[config.mk]
export PLATFORM = sky130hd
export DESIGN_NAME = i2c_write_queue_sequencer_top
export DESIGN_NICKNAME = d
export VERILOG_FILES = /design/src/hw/rtl/iwqs_pkg.sv /design/src/hw/rtl/iwqs_ram.sv /design/src/hw/rtl/iwqs_ctrl.sv /design/src/hw/rtl/i2c_write_queue_sequencer_top.sv
export SDC_FILE = /design/constraint.sdc
export NUM_CORES = 2
export LEC_CHECK = 0
export ABC_AREA = 1
export BUFFER_PORTS_ARGS = -buffer_cell sky130_fd_sc_hd__buf_2
export CORE_ASPECT_RATIO = 1.75
export CORE_MARGIN = 2
export CORE_UTILIZATION = 27
export CTS_CLUSTER_DIAMETER = 80
export DETAILED_ROUTE_END_ITERATION = 16
export MAX_ROUTING_LAYER = met4
export PLACE_DENSITY = 0.4
export SLEW_MARGIN = 0
export SYNTH_ARGS = -nofsm -noshare
export SYNTH_HDL_FRONTEND = slang
export SYNTH_HIERARCHICAL = 1
export SYNTH_SLANG_ARGS = --single-unit
[constraint.sdc]
create_clock -name clk -period 4.9 [get_ports clk]
set_input_delay 0.735 -clock clk [delete_from_list [all_inputs] [get_ports clk]]
set_output_delay 0.735 -clock clk [all_outputs]
set_load 0.005 [all_outputs]
[src/hw/rtl/iwqs_pkg.sv]
package iwqs_pkg;

  localparam int RING_DEPTH = 160;
  localparam int IDX_W      = $clog2(RING_DEPTH);
  localparam int ENTRY_W    = 15;
  localparam int COUNT_OUT_W = 8;

  localparam logic [1:0] MODE_ENQ   = 2'd0;
  localparam logic [1:0] MODE_DISP  = 2'd1;
  localparam logic [1:0] MODE_EVENT = 2'd2;
  localparam logic [1:0] MODE_ERR   = 2'd3;

  localparam logic [2:0] ACT_NONE  = 3'd0;
  localparam logic [2:0] ACT_START = 3'd1;
  localparam logic [2:0] ACT_ADDR  = 3'd2;
  localparam logic [2:0] ACT_DATA  = 3'd3;
  localparam logic [2:0] ACT_STOP  = 3'd4;

  typedef struct packed {
    logic [6:0] dev_addr;
    logic [7:0] data_byte;
    logic       flag_start;
    logic       flag_addr_done;
    logic       flag_byte_done;
  } req_t;

  typedef struct packed {
    logic                   valid;
    logic [2:0]             action;
    logic [7:0]             out_byte;
    logic                   busy_res;
    logic                   dropped;
    logic [COUNT_OUT_W-1:0] queue_count;
  } res_t;

endpackage

[src/hw/rtl/iwqs_ram.sv]
module iwqs_ram #(
  parameter int WIDTH = 15,
  parameter int DEPTH = 160,
  parameter int AW    = $clog2(DEPTH)
) (
  input  logic             clk,
  input  logic             wr_en,
  input  logic [AW-1:0]    wr_addr,
  input  logic [WIDTH-1:0] wr_data,
  input  logic             rd_en,
  input  logic [AW-1:0]    rd_addr,
  output logic [WIDTH-1:0] rd_data
);

  logic [WIDTH-1:0] mem [DEPTH];

  always_ff @(posedge clk) begin
    if (wr_en) begin
      mem[wr_addr] <= wr_data;
    end
    if (rd_en) begin
      rd_data <= mem[rd_addr];
    end
  end

endmodule

[src/hw/rtl/iwqs_ctrl.sv]
module iwqs_ctrl (
  input  logic          clk,
  input  logic          rst,
  input  logic          go,
  input  logic [1:0]    mode,
  input  iwqs_pkg::req_t req,
  output logic          ready,
  output iwqs_pkg::res_t res
);
  import iwqs_pkg::*;

  typedef enum logic {ST_RUN, ST_POP} state_t;
  typedef enum logic [1:0] {PH_IDLE, PH_START, PH_ADDR, PH_DATA} phase_t;

  state_t             state;
  phase_t             phase;
  logic               in_flight;
  logic [ENTRY_W-1:0] current_entry;
  logic [IDX_W-1:0]   head;
  logic [IDX_W-1:0]   tail;
  logic [IDX_W-1:0]   count;

  logic               wr_en;
  logic               rd_en;
  logic [ENTRY_W-1:0] rd_data;

  logic               full;
  logic               empty;
  logic [IDX_W-1:0]   head_next;
  logic [IDX_W-1:0]   tail_next;

  assign full      = (count == IDX_W'(RING_DEPTH - 1));
  assign empty     = (count == '0);
  assign head_next = (head == IDX_W'(RING_DEPTH - 1)) ? '0 : head + 1'b1;
  assign tail_next = (tail == IDX_W'(RING_DEPTH - 1)) ? '0 : tail + 1'b1;
  assign ready     = (state == ST_RUN);
  assign wr_en     = go && (mode == MODE_ENQ) && !full;
  assign rd_en     = go && (mode == MODE_DISP) && !in_flight && !empty;

  iwqs_ram #(
    .WIDTH(ENTRY_W),
    .DEPTH(RING_DEPTH),
    .AW   (IDX_W)
  ) u_ram (
    .clk    (clk),
    .wr_en  (wr_en),
    .wr_addr(tail),
    .wr_data({req.dev_addr, req.data_byte}),
    .rd_en  (rd_en),
    .rd_addr(head),
    .rd_data(rd_data)
  );

  always_ff @(posedge clk) begin
    if (rst) begin
      state         <= ST_RUN;
      phase         <= PH_IDLE;
      in_flight     <= 1'b0;
      current_entry <= '0;
      head          <= '0;
      tail          <= '0;
      count         <= '0;
      res           <= '0;
    end else begin
      res.valid <= 1'b0;
      case (state)
        ST_RUN: begin
          if (go) begin
            res.valid    <= 1'b1;
            res.action   <= ACT_NONE;
            res.out_byte <= '0;
            res.dropped  <= 1'b0;
            res.busy_res <= in_flight;
            res.queue_count <= COUNT_OUT_W'(count);
            case (mode)
              MODE_ENQ: begin
                if (full) begin
                  res.dropped <= 1'b1;
                end else begin
                  tail            <= tail_next;
                  count           <= count + 1'b1;
                  res.queue_count <= COUNT_OUT_W'(count + 1'b1);
                end
              end
              MODE_DISP: begin
                if (rd_en) begin
                  res.valid <= 1'b0;
                  head      <= head_next;
                  count     <= count - 1'b1;
                  in_flight <= 1'b1;
                  phase     <= PH_START;
                  state     <= ST_POP;
                end
              end
              MODE_EVENT: begin
                if (req.flag_start && phase == PH_START) begin
                  res.action   <= ACT_ADDR;
                  res.out_byte <= {current_entry[14:8], 1'b0};
                  phase        <= PH_ADDR;
                end else if (req.flag_addr_done && phase == PH_ADDR) begin
                  res.action   <= ACT_DATA;
                  res.out_byte <= current_entry[7:0];
                  phase        <= PH_DATA;
                end else if (req.flag_byte_done && phase == PH_DATA) begin
                  res.action   <= ACT_STOP;
                  res.busy_res <= 1'b0;
                  in_flight    <= 1'b0;
                  phase        <= PH_IDLE;
                end
              end
              default: begin
                res.action   <= ACT_STOP;
                res.busy_res <= 1'b0;
                in_flight    <= 1'b0;
                phase        <= PH_IDLE;
              end
            endcase
          end
        end
        ST_POP: begin
          current_entry   <= rd_data;
          res.valid       <= 1'b1;
          res.action      <= ACT_START;
          res.out_byte    <= '0;
          res.busy_res    <= 1'b1;
          res.dropped     <= 1'b0;
          res.queue_count <= COUNT_OUT_W'(count);
          state           <= ST_RUN;
        end
        default: begin
          state <= ST_RUN;
        end
      endcase
    end
  end

endmodule

[src/hw/rtl/i2c_write_queue_sequencer_top.sv]
// channel   dir  tdata fields (lsb up)                                      tuser
// s_axis    in   dev_addr, data_byte, flag_start, flag_addr_done,           mode
//                flag_byte_done
// m_axis    out  action, out_byte, busy_res, dropped, queue_count           -
//
// one result per transfer; it leaves through the ctrl result register and then the
// output register
// a dispatch that pops the ring first passes the ring memory read in ST_POP
// the input stalls while a result sits in the ctrl result register, while an untaken one
// sits in the output register, and during that ring read
// rst is synchronous; the ring contents are not cleared, only indexes, count, phase and state
module i2c_write_queue_sequencer_top (
  input  logic        clk,
  input  logic        rst,
  input  logic        s_axis_tvalid,
  output logic        s_axis_tready,
  // dev_addr[6:0], data_byte[14:7], flag_start[15], flag_addr_done[16],
  // flag_byte_done[17], zero fill[23:18]
  input  logic [23:0] s_axis_tdata,
  // mode[1:0]
  input  logic [1:0]  s_axis_tuser,
  output logic        m_axis_tvalid,
  input  logic        m_axis_tready,
  // action[2:0], out_byte[10:3], busy_res[11], dropped[12], queue_count[20:13],
  // zero fill[23:21]
  output logic [23:0] m_axis_tdata
);
  import iwqs_pkg::*;

  logic  ctrl_ready;
  logic  go;
  req_t  req;
  res_t  res;

  assign req.dev_addr       = s_axis_tdata[6:0];
  assign req.data_byte      = s_axis_tdata[14:7];
  assign req.flag_start     = s_axis_tdata[15];
  assign req.flag_addr_done = s_axis_tdata[16];
  assign req.flag_byte_done = s_axis_tdata[17];

  assign s_axis_tready = ctrl_ready && !res.valid && (!m_axis_tvalid || m_axis_tready);
  assign go            = s_axis_tvalid && s_axis_tready;

  iwqs_ctrl u_ctrl (
    .clk  (clk),
    .rst  (rst),
    .go   (go),
    .mode (s_axis_tuser),
    .req  (req),
    .ready(ctrl_ready),
    .res  (res)
  );

  always_ff @(posedge clk) begin
    if (rst) begin
      m_axis_tvalid <= 1'b0;
    end else begin
      if (res.valid) begin
        m_axis_tvalid <= 1'b1;
        m_axis_tdata  <= {3'b000, res.queue_count, res.dropped, res.busy_res,
                          res.out_byte, res.action};
      end else if (m_axis_tready) begin
        m_axis_tvalid <= 1'b0;
      end
    end
  end

endmodule

==> Yosys cells after proc, flatten, opt, wreduce, memory -nomap -nowiden <==
Memories as Yosys holds them, arrays and structs flattened. A register that Yosys moved wholly into a read port is not among the register bits.
Index checks and enable logic that the tools add are counted.
{ "op_classes": {"eq_ne": 11, "div": 0, "n_mul": 0, "add_sub_neg": 4, "bitwise_logic": 4, "reduce_logical": 28, "shifts": 0, "n_lt_le_gt_ge": 0, "n_mux": 36} }
{ "ops": {"columns": ["operator", "n"], "rows": [
  ["two-way mux 8 bit", 6],
  ["one-hot mux 22 bit (2 select lines)", 1],
  ["adder 8 x 1 -> 8 bit, second input constant", 3],
  ["== test 8 bit, second input constant", 3],
  ["two-way mux 22 bit", 1],
  ["one-hot mux 8 bit (2 select lines)", 1],
  ["AND reduction 4 bit", 4],
  ["two-way mux 1 bit", 14],
  ["logical AND 1 bit", 11],
  ["two-way mux 11 bit", 1],
  ["two-way mux 9 bit", 1],
  ["logical NOT 8 bit", 1],
  ["two-way mux 2 bit", 4],
  ["subtractor 8 x 1 -> 8 bit, second input constant", 1],
  ["== test 2 bit, second input constant", 3],
  ["two-way mux 3 bit", 2],
  ["one-hot mux 2 bit (3 select lines)", 1],
  ["one-hot mux 3 bit (2 select lines)", 1],
  ["logical NOT 1 bit", 5],
  ["AND reduction 5 bit", 1],
  ["== test 2 x 1 -> 1 bit, second input constant", 2],
  ["!= test 2 x 1 -> 1 bit, second input constant", 2],
  ["!= test 4 x 1 -> 1 bit, second input constant", 1],
  ["inverter 1 bit", 4],
  ["other kinds (7)", 9]
]} }
{ "word_totals": {"mem_bits_ro": 0, "latch_bits": 0, "mem_bits_rw": 2400, "out_inout_bits": 26, "memories": 1, "inputBits": 30, "reg_bits": 87, "elab_cells": 99} }
{ "memory_table": {"columns": ["memory", "depth", "width", "rd", "rd_clocked_by_memory_dff", "wr", "line", "text"], "rows": [
  ["u_ctrl.u_ram.mem", 160, 15, 1, 1, 1, "iwqs_ram.sv:15", "logic [WIDTH-1:0] mem [DEPTH];"]
]} }

==> Logic depth before layout (Yosys ltp) <==
{ "depth": {"ltp_word": 11, "ltp_mapped": 15} }

==> Modules after synthesis <==
The synthesis kept the hierarchy.
{ "modules_own_cells": {"columns": ["module", "area_per_inst_um2", "n_inst", "cells_per_inst"], "rows": [
  ["iwqs_ram", 96955.5, 1, 7875],
  ["iwqs_ctrl", 3321.9, 1, 478],
  ["i2c_write_queue_sequencer_top", 724.4, 1, 37]
]} }

==> Least setup slack after synthesis <==
No wires, ideal clock.
{ "synth_path": {"path_kind": "reg2reg", "start": "register u_ctrl.state", "end": "memory u_ctrl.u_ram.mem[106][0], enable pin", "path_slack_ps": 1766, "setup_time_ps": 386, "path_buffers": 3, "arrival_ps": 2747, "path_stages_with_launch": 13, "synth_period_minus_slack_ps": 3134, "path_cell_list": "dfxtp_1 inv_2 buf_1 inv_1 nor2_2 nand2_1 nor2_2 inv_2 nor2_1 clkbuf_1 nand3_1 clkbuf_1 nor2_1"} }
{ "synth_via": {"elab_chain_len": 8} }
{ "synth_rtl": {"columns": ["element", "line", "text"], "rows": [
  ["start: declaration", "iwqs_ctrl.sv:15", "state_t state;"],
  ["start signal: assignment", "iwqs_ctrl.sv:56", "state <= ST_RUN;"],
  ["start signal: assignment", "iwqs_ctrl.sv:92", "state <= ST_POP;"],
  ["start signal: assignment", "iwqs_ctrl.sv:128", "state <= ST_RUN;"],
  ["inverter 1 bit (no source line)", null, null],
  ["via ctrl_ready", "i2c_write_queue_sequencer_top.sv:30", "logic ctrl_ready;"],
  ["logical AND 1 bit (2 in a row)", "i2c_write_queue_sequencer_top.sv:41", "assign s_axis_tready = ctrl_ready && !res.valid && (!m_axis_tvalid || m_axis_tready);"],
  ["logical AND 1 bit", "i2c_write_queue_sequencer_top.sv:42", "assign go = s_axis_tvalid && s_axis_tready;"],
  ["via go", "i2c_write_queue_sequencer_top.sv:31", "logic go;"],
  ["logical AND 1 bit (2 in a row)", "iwqs_ctrl.sv:37", "assign wr_en = go && (mode == MODE_ENQ) && !full;"],
  ["via u_ctrl.wr_en", "iwqs_ctrl.sv:23", "logic wr_en;"],
  ["two-way mux 1 bit", "iwqs_ram.sv:18", "if (wr_en) begin"],
  ["two-way mux 1 bit (implied by the code)", "iwqs_ram.sv:19", "mem[wr_addr] <= wr_data;"],
  ["end: declaration", "iwqs_ram.sv:15", null]
]} }
The timed path passes the listed nets, and every way through them passes these cells.

==> results.py <==
metrics = {
    "outcome": {
        "status": "complete, no violations",
    },
    "worst_setup_path": {
        "crit_path_start_kind": "flop",
        "worstSetupEndpointType": "flop",
        "critPathSlowestCell": "dfxtp_4",
        "cp_data_required_time_ps": 5660,
        "crit_chain": "buf_4 -> buf_4 -> o21ai_0 -> o221ai_1 -> nand3_1 -> o211ai_1 -> nand3_1 -> nand2_1",
        "cpPeakStageDelay_ps": 650,
        "critPathKind": "reg2reg",
        "arrival_ps": 4360,
        "cp_max_fo": 58,
    },
    "detailed_routing": {
        "first_pass_iters": 6,
        "vias_per_cell": 4.82,
        "ant_nets": 0,
        "drc": 0,
        "drt_iter0_markers": 5551,
        "avgRoutedWirePerCell_um": 25.8,
        "via_count": 65400,
        "totalWireLength_um": 350000,
    },
    "yosys": {
        "synth_xor_area_share_pct": 0.0347,
        "synth_simple_gate_area_share_pct": 20.2,
        "synthCells": 8390,
        "avgSynthCellArea_um2": 12.0,
        "synth_top_area_cell": "edfxtp_1",
        "synth_top_family_by_area": "simple AND/OR/NAND/NOR gates",
        "synthMuxAreaShare_pct": 0,
        "netlist.area_leader.share_pct": 72.4,
        "async_flop_share_pct": 0,
        "synth.area.top_cells": "edfxtp_1 (72%), nand3_1 (9.8%), nand2_1 (8.2%)",
        "synth_top_flop_cell": "edfxtp_1",
        "yosysSeqAreaShare_pct": 73.7,
        "yosys_warnings": 6,
        "ys_ff_latch": 2502,
        "synth.cell_area_um2": 101000,
        "synth_enable_flop_cells": 2436,
        "synth-compound-area-share_pct": 2.71,
        "synthAdderAreaFrac_pct": 0.111,
        "ys_types": 48,
    },
    "global_route": {
        "overflow": 0,
        "antenna_found_initial": 10,
        "grt_pass1_vias": 63600,
        "grt_max_degree": 147,
        "grtUsageTotal_pct": 18.5,
        "grt_first_pass_wirelength_um": 493000,
    },
    "sta": {
        "hold_ws_ps": 116,
        "slew_headroom_pct": 18.0,
        "finalCritPeriodShare_pct": 73.4,
        "worst_pin_slew_ps": 1230,
        "finalMaxSlewViolations": 0,
        "fin_skew_ps": 112,
        "fmax_mhz": 278,
        "rsz0062_at_grt": "no",
        "setup_tns_ps": 0,
        "period_needed_ps": 3600,
        "hold_violations": 0,
        "setup_viol": 0,
    },
    "clock_network": {
        "post_cts_buffers": 0,
        "cts.path.max_buffers": 4,
        "clk_latency_ps": 930,
        "htreeDepth": 4,
        "cts_root_buf": "clkbuf_16",
        "cts_buffers": 233,
        "clock-sinks": 2502,
        "clkTransAtPathRegs_ps": 70,
        "postCtsHoldBufs": 0,
        "cts_tree": "yes",
        "cts-resized-gates": 0,
    },
    "floorplanning": {
        "boundaryPins": 56,
        "die-height_um": 813,
        "dieArea_um2": 379000,
        "dieWidth_um": 466,
        "core_um2": 373000,
        "rows": 297,
        "start_util_pct": 27.1,
    },
    "final_layout": {
        "fin_area_um2": 115000,
        "layout.nets": 8481,
        "drive_gt1_share_pct": 8.88,
        "fill_cells": 37600,
        "area_growth_pct": 14.1,
    },
    "placed_design": {
        "dpl_cell_area_um2": 108000,
        "place_hpwl_um": 208000,
        "io_buffers": 46,
        "globalplace.congestion": 0.880,
    },
    "pwr": {
        "ir_worst_vdd_mv": 0.275,
        "p_leak_nw": 38.6,
        "finalPower_mw": 43.2,
        "powerDensity_nw_per_um2": 375,
    },
    "flow_run": {
        "maxCapViolations": 0,
    },
    "hold_path": {
        "hp-class": "in2reg",
    },
}
==> worst max-delay path, delay by kind of cell, from the launching register on <==
kind / cells / cell delay [ps]
AND/OR/NAND/NOR: 3 / 750
buffers and inverters: 2 / 1240
AO/OA/AOI/OAI: 3 / 670
flip-flops: 1 / 650
==> per-layer routing <==
layer  vias to the layer above  share of wire [%]  global-route usage (%)  routed length (um)
met5                         -                  0                       -                   0
met4                         0                6.2                    9.69               21800
met3                       576                3.6                    1.55               12700
met2                      1640                 52                    32.4              181000
met1                     33100                 38                    20.9              134000
li1                      30000                  -                       -                   -
==> cells in the mapped netlist, types with 2 or more instances <==
master	instances
inv_1	80
nor2_4	2
nor2_1	512
xnor2_1	2
nand2_1	2200
nand4_1	11
buf_2	219
clkbuf_1	159
buf_4	58
nand3_1	1980
nand2_2	2
o211ai_1	19
ha_1	9
o21ai_1	14
inv_2	9
o22ai_1	103
or2_1	2
a211oi_1	2
o221ai_1	17
nor3_2	2
dfxtp_1	66
nor3_1	5
edfxtp_1	2436
a21oi_1	48
buf_6	40
or2_2	4
nor2_2	8
o21ai_0	280
nand2_4	2
or2_0	2
buf_1	79
xor2_1	2
==> path summary, 6_finish.rpt <==
check / start / slack [ps] / cells after the start / endpoint
worst max-delay path: u_ctrl/head[0] / 1300 / 8 / u_ctrl/u_ram/rd_data[14]
worst min register to register: u_ctrl/res[9] / 430 / 0 / m_axis_tdata[11]
worst min-delay path: m_axis_tready / 120 / 4 / m_axis_tvalid
worst max register to register: u_ctrl/head[0] / 1300 / 8 / u_ctrl/u_ram/rd_data[14]
==> cells by family (layout without fill, tap and decap cells) <==
logic type                 after synthesis  in the layout
AOI/OAI and AO/OA                      492            492
xor gates and xnor gates                 4              4
adders and majority gates                9              9
buffers and inverters                  646            880
DFF                                   2502           2502
other                                    1              9
and+or+nand+nor                       4736           4736
==> power breakdown <==
group          internal, mW  switching [mW]  total (mW)
Sequential             23.5          0.0244        23.5
Clock                  10.0            8.21        18.2
Combinational         0.277            1.17        1.45
==> registers in the layout, summed over array words and instances (netlist names) <==
name and flops:
u_ctrl/head 8, u_ctrl/state 1, u_ctrl/phase 2, u_ctrl/in_flight 1
u_ctrl/tail 8, u_ctrl/u_ram/mem 2400, m_axis_tdata 21, u_ctrl/u_ram/rd_data 15
u_ctrl/current_entry 15, u_ctrl/res 22, m_axis_tvalid 1, u_ctrl/count 8
==> through the flow <==
step                      instances  util (%)  worst slack, ps
after global placement        13100      28.9             1310
after CTS                     13600      30.9             1300
after detailed placement      13100      28.9             1310
after global routing          13600      30.9             1150
after floorplan                8392         -             1770
final                         13600      30.9             1300
==> cell type report <==
type | instances | area, um^2 | share of cell area, %
flip-flops and latches | 2502 | 74500 | 64.7
multi-input cells | 5244 | 23400 | 20.3
clock buffers | 293 | 6190 | 5.37
well taps | 4933 | 6170 | 5.36
repair buffers | 371 | 3410 | 2.96
clock inverters | 126 | 1130 | 0.982
inverters | 90 | 368 | 0.319
diodes | 6 | 15.0 | 0.0130
==> cells in the final DEF (no fill, tap or decap), types with 3 or more instances in the layout <==
master and instances:
nand4_1 11, conb_1 3, diode_2 6, inv_2 6, clkbuf_1 51, buf_12 52, o21ai_1 14, nor3_1 5
edfxtp_1 2436, bufinv_16 22, dfxtp_1 61, buf_6 15, ha_1 9, o22ai_1 103, clkbuf_8 5, clkinv_2 46
nand3_1 1980, clkbuf_16 237, nand2_1 2200, o221ai_1 17, buf_2 31, a21oi_1 48, dfxtp_4 5, nor2_2 49
clkinv_1 56, or2_2 4, o21ai_0 280, o211ai_1 19, inv_8 3, buf_4 273, nor2_1 471, inv_1 78
Power figures use the tool's default switching activity.
